## src/rtl/lcfr_pkg.sv

```systemverilog
// Shared constants for the line and circle frame rasterizer.
// Field widths, command codes and arithmetic widths; no dependencies.
package lcfr_pkg;

    // Field widths of the command and result beats
    localparam int CMD_W = 2;
    localparam int X_W   = 7;
    localparam int Y_W   = 6;
    localparam int R_W   = 6;

    // Default frame size
    localparam int DEF_BOARD_WIDTH  = 80;
    localparam int DEF_BOARD_HEIGHT = 40;

    // Signed plot coordinate: center plus or minus a doubled radius
    localparam int C_W = X_W + 2;
    // Signed error terms of the line and circle walks
    localparam int D_W = 11;

    // Command codes
    localparam logic [CMD_W-1:0] CMD_CLEAR  = 2'd0;
    localparam logic [CMD_W-1:0] CMD_LINE   = 2'd1;
    localparam logic [CMD_W-1:0] CMD_CIRCLE = 2'd2;
    localparam logic [CMD_W-1:0] CMD_READ   = 2'd3;

endpackage

```

## src/rtl/line_circle_frame_rasterizer_top.sv

```systemverilog
// Line and circle rasterizer over a one-bit frame store, with one shared plot path.
// Depends on lcfr_pkg.
//
//   channel   direction  handshake                  payload
//   command   in         start & !busy              i_command, i_first_x, i_first_y,
//                                                   i_second_x, i_second_y, i_circle_radius
//   result    out        o_result_valid, 1 cycle    o_pixel_value, o_bad_operand
//
// One command at a time; busy is high from accepting a legal command until the result cycle.
// Clear: one frame bit per cycle through the write port, with busy high throughout.
// Line: one plotted pixel per walk step, then a closing step. Circle: eight plots per
// octant point, one per reflection. Read: an address state, then a data state. A rejected
// command returns its beat in the next cycle. After reset the same clearing pass runs
// with busy high. Results cannot be stalled: each is on the ports for exactly one cycle.
module line_circle_frame_rasterizer_top
    import lcfr_pkg::*;
#(
    parameter int BOARD_WIDTH  = DEF_BOARD_WIDTH,
    parameter int BOARD_HEIGHT = DEF_BOARD_HEIGHT
) (
    input  logic             i_clk,
    input  logic             i_rst_n,
    input  logic             start,
    output logic             busy,
    input  logic [CMD_W-1:0] i_command,
    input  logic [X_W-1:0]   i_first_x,
    input  logic [Y_W-1:0]   i_first_y,
    input  logic [X_W-1:0]   i_second_x,
    input  logic [Y_W-1:0]   i_second_y,
    input  logic [R_W-1:0]   i_circle_radius,
    output logic             o_result_valid,
    output logic             o_pixel_value,
    output logic             o_bad_operand
);

    localparam int N_PIX = BOARD_WIDTH * BOARD_HEIGHT;
    localparam int AW    = $clog2(N_PIX);

    typedef enum logic [2:0] {
        S_IDLE,
        S_CLEAR,
        S_LINE,
        S_CIRC,
        S_READ_A,
        S_READ_D
    } t_state;

    t_state r_state;
    logic   r_init;
    logic   r_res_vld;
    logic   r_pix;
    logic   r_bad;

    logic [AW-1:0] r_clr_addr;

    // Walk registers: current point / center, line end, error terms
    logic [X_W-1:0]        r_ax;
    logic [Y_W-1:0]        r_ay;
    logic [X_W-1:0]        r_bx;
    logic [Y_W-1:0]        r_by;
    logic [X_W-1:0]        r_adx;
    logic [Y_W-1:0]        r_ady;
    logic                  r_sxn;
    logic                  r_syn;
    logic signed [D_W-1:0] r_acc;
    logic [R_W-1:0]        r_u;
    logic [R_W-1:0]        r_v;
    logic [2:0]            r_ph;

    // Plot stage between the sequencer and the store
    logic           r_wr_vld;
    logic [C_W-2:0] r_wx;
    logic [C_W-2:0] r_wy;

    logic          r_mem [0:N_PIX-1];
    logic          r_rd_bit;

    // Accept-time operand checks
    logic          acc_cmd;
    logic          first_ok;
    logic          second_ok;
    logic          rad_ok;
    logic          cmd_bad;
    logic [X_W-1:0] adx_in;
    logic [Y_W-1:0] ady_in;

    // Line step
    logic signed [D_W-1:0] adx_s;
    logic signed [D_W-1:0] ady_s;
    logic signed [D_W-1:0] twice;
    logic                  x_go;
    logic                  y_go;
    logic signed [D_W-1:0] n_acc;
    logic                  line_end;

    // Circle step
    logic [R_W-1:0]        u1;
    logic signed [D_W-1:0] u1_s;
    logic signed [D_W-1:0] v1_s;
    logic signed [D_W-1:0] n_dec;
    logic [R_W-1:0]        off_x;
    logic [R_W-1:0]        off_y;
    logic signed [C_W-1:0] xoff;
    logic signed [C_W-1:0] yoff;
    logic signed [C_W-1:0] cx_s;
    logic signed [C_W-1:0] cy_s;

    // Plot point from the sequencer
    logic                  pt_vld;
    logic signed [C_W-1:0] pt_x;
    logic signed [C_W-1:0] pt_y;
    logic                  pt_in;

    // Store port
    logic          wr_en;
    logic          wr_bit;
    logic [AW-1:0] wr_addr;
    logic [AW-1:0] rd_addr;

    assign busy           = (r_state != S_IDLE);
    assign acc_cmd        = start && !busy;
    assign o_result_valid = r_res_vld;
    assign o_pixel_value  = r_pix;
    assign o_bad_operand  = r_bad;

    // Check operands of the incoming command
    assign first_ok  = (32'(i_first_x) < BOARD_WIDTH) && (32'(i_first_y) < BOARD_HEIGHT);
    assign second_ok = (32'(i_second_x) < BOARD_WIDTH) && (32'(i_second_y) < BOARD_HEIGHT);
    assign rad_ok    = (32'(i_circle_radius) <= BOARD_WIDTH)
                    && (32'(i_circle_radius) <= BOARD_HEIGHT);
    assign adx_in    = (i_second_x > i_first_x) ? i_second_x - i_first_x
                                                : i_first_x - i_second_x;
    assign ady_in    = (i_second_y > i_first_y) ? i_second_y - i_first_y
                                                : i_first_y - i_second_y;

    // Flag a command whose operands fall outside the frame
    always_comb begin
        case (i_command)
            CMD_LINE:   cmd_bad = !(first_ok && second_ok);
            CMD_CIRCLE: cmd_bad = !(first_ok && rad_ok);
            CMD_READ:   cmd_bad = !first_ok;
            default:    cmd_bad = 1'b0;
        endcase
    end

    // Bresenham step: one error update per plotted pixel
    always_comb begin
        adx_s    = D_W'(r_adx);
        ady_s    = D_W'(r_ady);
        twice    = r_acc <<< 1;
        x_go     = (twice >= -ady_s);
        y_go     = (twice <= adx_s);
        n_acc    = r_acc + (x_go ? -ady_s : '0) + (y_go ? adx_s : '0);
        line_end = (r_ax == r_bx) && (r_ay == r_by);
    end

    // Midpoint circle step, taken after the eighth plot of each octant point
    always_comb begin
        u1    = r_u + R_W'(1);
        u1_s  = D_W'(u1);
        v1_s  = D_W'(r_v - R_W'(1));
        n_dec = r_acc[D_W-1] ? r_acc + (u1_s <<< 1) + D_W'(1)
                             : r_acc + ((u1_s - v1_s) <<< 1) + D_W'(1);
    end

    // Pick the plot point: line walk or one of eight circle reflections
    always_comb begin
        off_x = r_ph[2] ? r_v : r_u;
        off_y = r_ph[2] ? r_u : r_v;
        xoff  = C_W'({off_x, 1'b0});
        yoff  = C_W'(off_y);
        cx_s  = C_W'(r_ax);
        cy_s  = C_W'(r_ay);
        pt_vld = 1'b0;
        pt_x   = cx_s;
        pt_y   = cy_s;
        case (r_state)
            S_LINE: begin
                pt_vld = !line_end;
            end
            S_CIRC: begin
                pt_vld = 1'b1;
                pt_x   = r_ph[0] ? cx_s - xoff : cx_s + xoff;
                pt_y   = r_ph[1] ? cy_s - yoff : cy_s + yoff;
            end
            default: begin
                pt_vld = 1'b0;
            end
        endcase
        pt_in = !pt_x[C_W-1] && !pt_y[C_W-1]
             && (32'(pt_x[C_W-2:0]) < BOARD_WIDTH)
             && (32'(pt_y[C_W-2:0]) < BOARD_HEIGHT);
    end

    // Store port: clearing sweep or a clipped plot
    always_comb begin
        if (r_state == S_CLEAR) begin
            wr_en   = 1'b1;
            wr_bit  = 1'b0;
            wr_addr = r_clr_addr;
        end else begin
            wr_en   = r_wr_vld;
            wr_bit  = 1'b1;
            wr_addr = AW'(32'(r_wy) * BOARD_WIDTH + 32'(r_wx));
        end
        rd_addr = AW'(32'(r_ay) * BOARD_WIDTH + 32'(r_ax));
    end

    // Frame store: one write port, one registered read port
    always_ff @(posedge i_clk) begin
        if (wr_en) begin
            r_mem[wr_addr] <= wr_bit;
        end
        if (r_state == S_READ_A) begin
            r_rd_bit <= r_mem[rd_addr];
        end
    end

    // Plot stage: hold the clipped point for the address multiply
    always_ff @(posedge i_clk) begin
        if (!i_rst_n) begin
            r_wr_vld <= 1'b0;
        end else begin
            r_wr_vld <= pt_vld && pt_in;
        end
        r_wx <= pt_x[C_W-2:0];
        r_wy <= pt_y[C_W-2:0];
    end

    // Sequencer: state and result beat
    always_ff @(posedge i_clk) begin
        if (!i_rst_n) begin
            r_state    <= S_CLEAR;
            r_init     <= 1'b1;
            r_clr_addr <= '0;
            r_res_vld  <= 1'b0;
        end else begin
            case (r_state)
                S_IDLE: begin
                    // A rejected command answers at once and stays idle
                    r_res_vld <= acc_cmd && cmd_bad;
                    if (acc_cmd) begin
                        r_pix <= 1'b0;
                        r_bad <= cmd_bad;
                        r_ax  <= i_first_x;
                        r_ay  <= i_first_y;
                        case (i_command)
                            CMD_CLEAR: begin
                                r_clr_addr <= '0;
                                r_state    <= S_CLEAR;
                            end
                            CMD_LINE: begin
                                if (!cmd_bad) begin
                                    r_bx    <= i_second_x;
                                    r_by    <= i_second_y;
                                    r_adx   <= adx_in;
                                    r_ady   <= ady_in;
                                    r_sxn   <= !(i_first_x < i_second_x);
                                    r_syn   <= !(i_first_y < i_second_y);
                                    r_acc   <= D_W'(adx_in) - D_W'(ady_in);
                                    r_state <= S_LINE;
                                end
                            end
                            CMD_CIRCLE: begin
                                if (!cmd_bad) begin
                                    r_u     <= '0;
                                    r_v     <= i_circle_radius;
                                    r_ph    <= '0;
                                    r_acc   <= D_W'(1) - D_W'(i_circle_radius);
                                    r_state <= S_CIRC;
                                end
                            end
                            CMD_READ: begin
                                if (!cmd_bad) begin
                                    r_state <= S_READ_A;
                                end
                            end
                            default: begin
                                r_state <= S_IDLE;
                            end
                        endcase
                    end
                end
                S_CLEAR: begin
                    r_clr_addr <= r_clr_addr + AW'(1);
                    r_res_vld  <= (r_clr_addr == AW'(N_PIX - 1)) && !r_init;
                    if (r_clr_addr == AW'(N_PIX - 1)) begin
                        r_init  <= 1'b0;
                        r_state <= S_IDLE;
                    end
                end
                S_LINE: begin
                    r_res_vld <= line_end;
                    if (line_end) begin
                        r_state <= S_IDLE;
                    end else begin
                        r_acc <= n_acc;
                        if (x_go) begin
                            r_ax <= r_sxn ? r_ax - X_W'(1) : r_ax + X_W'(1);
                        end
                        if (y_go) begin
                            r_ay <= r_syn ? r_ay - Y_W'(1) : r_ay + Y_W'(1);
                        end
                    end
                end
                S_CIRC: begin
                    r_ph      <= r_ph + 3'd1;
                    r_res_vld <= (r_ph == 3'd7) && !(r_v > r_u);
                    if (r_ph == 3'd7) begin
                        if (r_v > r_u) begin
                            r_u   <= u1;
                            r_acc <= n_dec;
                            if (!r_acc[D_W-1]) begin
                                r_v <= r_v - R_W'(1);
                            end
                        end else begin
                            r_state <= S_IDLE;
                        end
                    end
                end
                S_READ_A: begin
                    r_res_vld <= 1'b0;
                    r_state   <= S_READ_D;
                end
                S_READ_D: begin
                    r_pix     <= r_rd_bit;
                    r_res_vld <= 1'b1;
                    r_state   <= S_IDLE;
                end
                default: begin
                    r_res_vld <= 1'b0;
                    r_state   <= S_IDLE;
                end
            endcase
        end
    end

endmodule

```

## config.mk

```make
export PLATFORM = sky130hd
export DESIGN_NAME = line_circle_frame_rasterizer_top
export DESIGN_NICKNAME = d
export VERILOG_FILES = /design/src/rtl/lcfr_pkg.sv /design/src/rtl/line_circle_frame_rasterizer_top.sv
export SDC_FILE = /design/constraint.sdc
export NUM_CORES = 2
export LEC_CHECK = 0
export BUFFER_PORTS_ARGS = -buffer_cell sky130_fd_sc_hd__buf_4
export CAP_MARGIN = 0
export CORE_ASPECT_RATIO = 1.1
export CORE_MARGIN = 2
export CORE_UTILIZATION = 40
export CTS_CLUSTER_SIZE = 25
export DETAILED_ROUTE_END_ITERATION = 6
export PLACE_DENSITY = 0.59
export SYNTH_ARGS = -nofsm -noshare
export SYNTH_HDL_FRONTEND = slang
export SYNTH_SLANG_ARGS = --single-unit
```

## constraint.sdc

```tcl
create_clock -name i_clk -period 129.2 [get_ports i_clk]
set_clock_uncertainty 0.15 [all_clocks]
set_input_delay 25.84 -clock i_clk [delete_from_list [all_inputs] [get_ports i_clk]]
set_output_delay 25.84 -clock i_clk [all_outputs]
set_load 0.02 [all_outputs]
```

==> summary.md <==
| Metric | Value |
|---|---|
| Fin Setup TNS | `0 ns` |
| Pin count of the biggest net entering global routing | `just over 300` |
| Mapped Cells | `around 10000` |
| CP Launch Point | `i_first_y[0]` |
| Kind of critical path | `input port to flip-flop` |
| Num CTS Buffers | `340` |
| GP Congestion | `0.827` |
| Met1 GRT Util | `31.4%` |
| Boundary pin count | `41` |
| Share of the yosys chip area belonging to registers | `between 60 and 70%` |
| Combinational share of power | `under 10%` |
| Worst path most repeated cell | `a21o_1` |
| Worst-Skew Late Latency | `0.90 ns` |
| Ys flop type | `edfxtp_1` |
| Nets | `10024` |
| Post-route cell area | `roughly 0.16 mm2` |
| DRC | `0` |
| Largest delay share family, worst path | `compound AO/OA/AOI/OAI gates` |
| DP Wirelength | `224 mm` |
| Routed len/inst | `30.2 um` |
| Switching Fraction | `20.2%` |
| Post-DRT Antenna Nets | `0` |
| Reg-to-Reg Start | `r_ax[1]` |
| Worst-path fanout max | `8` |
| Switching pwr | `434 uW` |
| Hold_buf cts | `0` |
| Synth async-reset ratio | `0%` |
| # rows | `233` |
| Slew Limit Headroom | `10.0%` |
| Hold wc startpoint | `r_init` |
| Crit-path cells | `buf_4, ha_1, inv_1, fa_1, a21o_1, a21oi_1, o21bai_1, a21oi_1, a31oi_2, mux2i_1, a221oi_1, o21ai_0, xor2_1, inv_1, ha_1, a21o_1, a21o_1, a211o_1, o21ai_0, nand2_1, o311ai_0` |
| Initial antenna violation count | `20` |
| CP max stage delay | `0.49 ns` |
| Mean Syn Cell Area | `14.4 um2` |
| Flop2flop setup slack | `121.11 ns` |
| EDFF count, synth | `approximately 3300` |
| PwrDens | `approximately 13 mW/mm2` |
| Area delta synth->final | `10.3%` |
| Post-synth top area cell | `edfxtp_1` |
| Pins over their slew limit | `0` |
| Die H | `640 um` |
| Met3 usage | `4.32%` |
| Min-Delay Path Class | `flip-flop to flip-flop` |
| RSZ-0062 raised after global routing | `no` |
| Clock tree buffer depth | `4` |
| Leak pwr | `0.0489 uW` |
| Final Hold Vio Count | `0` |
| Most common library cells after synthesis | `nor2_1, edfxtp_1, mux4_2, clkbuf_1, nand2_1` |
| Final Setup Violations | `0` |
| Synth unique cells | `76` |
| H-tree Lvls | `5` |
| Clock sink total | `3304` |
| First-pass GRT wire length | `633 mm` |
| CP arrival | `29.80 ns` |
| Routed wire length | `approximately 450 mm` |
| Filler Cells Inserted | `approximately 32000` |
| Share of the synthesized area in the top cell type | `about two thirds` |
| Seq pwr share | `54.1%` |
| PortBufs | `40` |
| Clk slew on worst S/H paths | `0.06 ns` |
| Post-CTS setup buffer count | `0` |
| Die X | `582 um` |
| CP bufs+invs | `3` |
| GRT overflow | `0` |
| Tightest Pin Transition | `around 1.3 ns` |
| Synthesis Warnings | `0` |
| Vias in the first global route | `87828` |
| Final worst setup slack | `~100 ns` |
| Max Cap Viol | `0` |
| Die area | `0.372 mm2` |
| GR peak layer | `met2` |
| CP Data Required Time | `129.73 ns` |
| CP startpoint kind | `input port` |
| Period utilization | `22.7%` |
| Critical path endpoint category | `flip-flop` |
| Vias | `89602` |
| Seq cells post-synth | `roughly 3300` |
| VDD IR-drop max | `0.0000104 V` |
| First-pass DRT Iterations | `6` |
| 1st-iter DRT viols | `13233` |
| Core Area | `0.366 mm2` |
| Status | `finished, final reports clean` |
| Clock power share | `44.7%` |
| Synthesized area | `0.147 mm2` |
| Most common cell in the synthesized netlist | `nor2_1` |
| Pint | `1710 uW` |
| Vias per cell | `6.02` |
| Crit-path slowest cell | `a31oi_2` |
| Minimum clock period | `29.27 ns` |
| Initial Util | `about two fifths` |
| GR Util met2 | `around two fifths` |
| Hold slack | `roughly 0.32 ns` |
| Share of layout cells above drive strength 1 | `16.3%` |
| Post_cts resized | `0` |
| Root buf cell | `clkbuf_16` |
| Max Freq | `about 34 MHz` |
| TritonCTS clock tree | `done` |
| Top post-synthesis cells by area | `edfxtp_1, mux4_2, nor2_1` |
| Syn nets | `~10000` |
| Placement Setup Slack | `about 99 ns` |
| Dpl cell area | `between 0.15 and 0.2 mm2` |
| GRT Total Usage | `a little under a quarter` |
-- path summary, 6_finish.rpt --
path                   end  cells after the start
hold / removal      r_init                      2
hold reg to reg     r_init                      2
setup reg to reg  r_rd_bit                     15
setup / recovery  r_acc[7]                     21
-- stage by stage --
step / cells / util (%) / total power, uW
after floorplan: 10184 / - / 1200
after global placement: 14281 / 41.4 / 1210
after detailed placement: 14281 / 41.4 / 1210
after CTS: 14875 / 44.3 / 2160
after global routing: 14876 / 44.3 / 2200
final: 14881 / 44.3 / 2150
-- layer usage --
layer | share of wire [%] | up-vias
li1 | - | 36789
met4 | 4.1 | 8
met2 | 48 | 4745
met3 | 9.9 | 892
met1 | 38 | 47168
met5 | 0.038 | -
-- flip-flops by register name, indices dropped and copies added (netlist names), 3 cells and up --
register / cells
r_v: 6
r_clr_addr: 12
r_state: 3
r_u: 6
r_ax: 7
r_by: 6
r_acc: 11
r_mem: 3200
r_ay: 6
r_adx: 7
r_wy: 8
r_wx: 8
r_ady: 6
r_bx: 7
r_ph: 3
-- logic make-up after synthesis --
logic type	synth area share, %
adders and majority gates	1.67
DFF	67.3
AOI/OAI and AO/OA	3.97
and+or+nand+nor	10.0
buffers and inverters	3.34
xor gates and xnor gates	0.704
muxes	13.0
-- cells in the final DEF (no fill, tap or decap), drive strengths merged, types with 75 or more instances in the layout --
master and instances:
ha 155, a221oi 109, buf 222, edfxtp 3270
mux4 798, a21oi 129, mux2i 92, o22ai 75
inv 142, a22oi 97, clkinv 131, clkbuf 417
nor2 3312, nand2 235, o21ai 122, a22o 107
-- worst reg2reg max path: stages, from the launching register on --
cell and delay, ns:
edfxtp_1 0.76, buf_4 0.66, buf_12 0.71, buf_4 0.82
buf_4 0.71, buf_4 0.63, mux4_2 0.43, a22o_1 0.25
a221oi_1 0.32, o22ai_1 0.22, o21ai_0 0.24, nand2_1 0.09
o21ai_1 0.55, o31ai_1 0.39, a211oi_2 0.40, o22ai_1 0.40
-- layout make-up --
class | count | area (um2) | share of cell area (%)
well taps | 4817 | 6030 | 3.72
repair buffers | 222 | 1820 | 1.12
clock inverters | 177 | 1560 | 0.960
inverters | 133 | 507 | 0.313
multi-input cells | 5805 | 44300 | 27.3
flip-flops and latches | 3304 | 98900 | 61.0
clock buffers | 417 | 8990 | 5.55
diodes | 6 | 15.0 | 0.00927
-- power by group through the flow --
stage / clock [uW] / combinational (uW) / sequential [uW]
final: 960 / 25.9 / 1160
after global placement: 0 / 25.6 / 1180
after CTS: 969 / 25.8 / 1160
after global routing: 1010 / 27.9 / 1160
after detailed placement: 0 / 25.7 / 1180
after floorplan: 0 / 14.0 / 1180
Note: power is estimated with default switching activity, not from simulation.
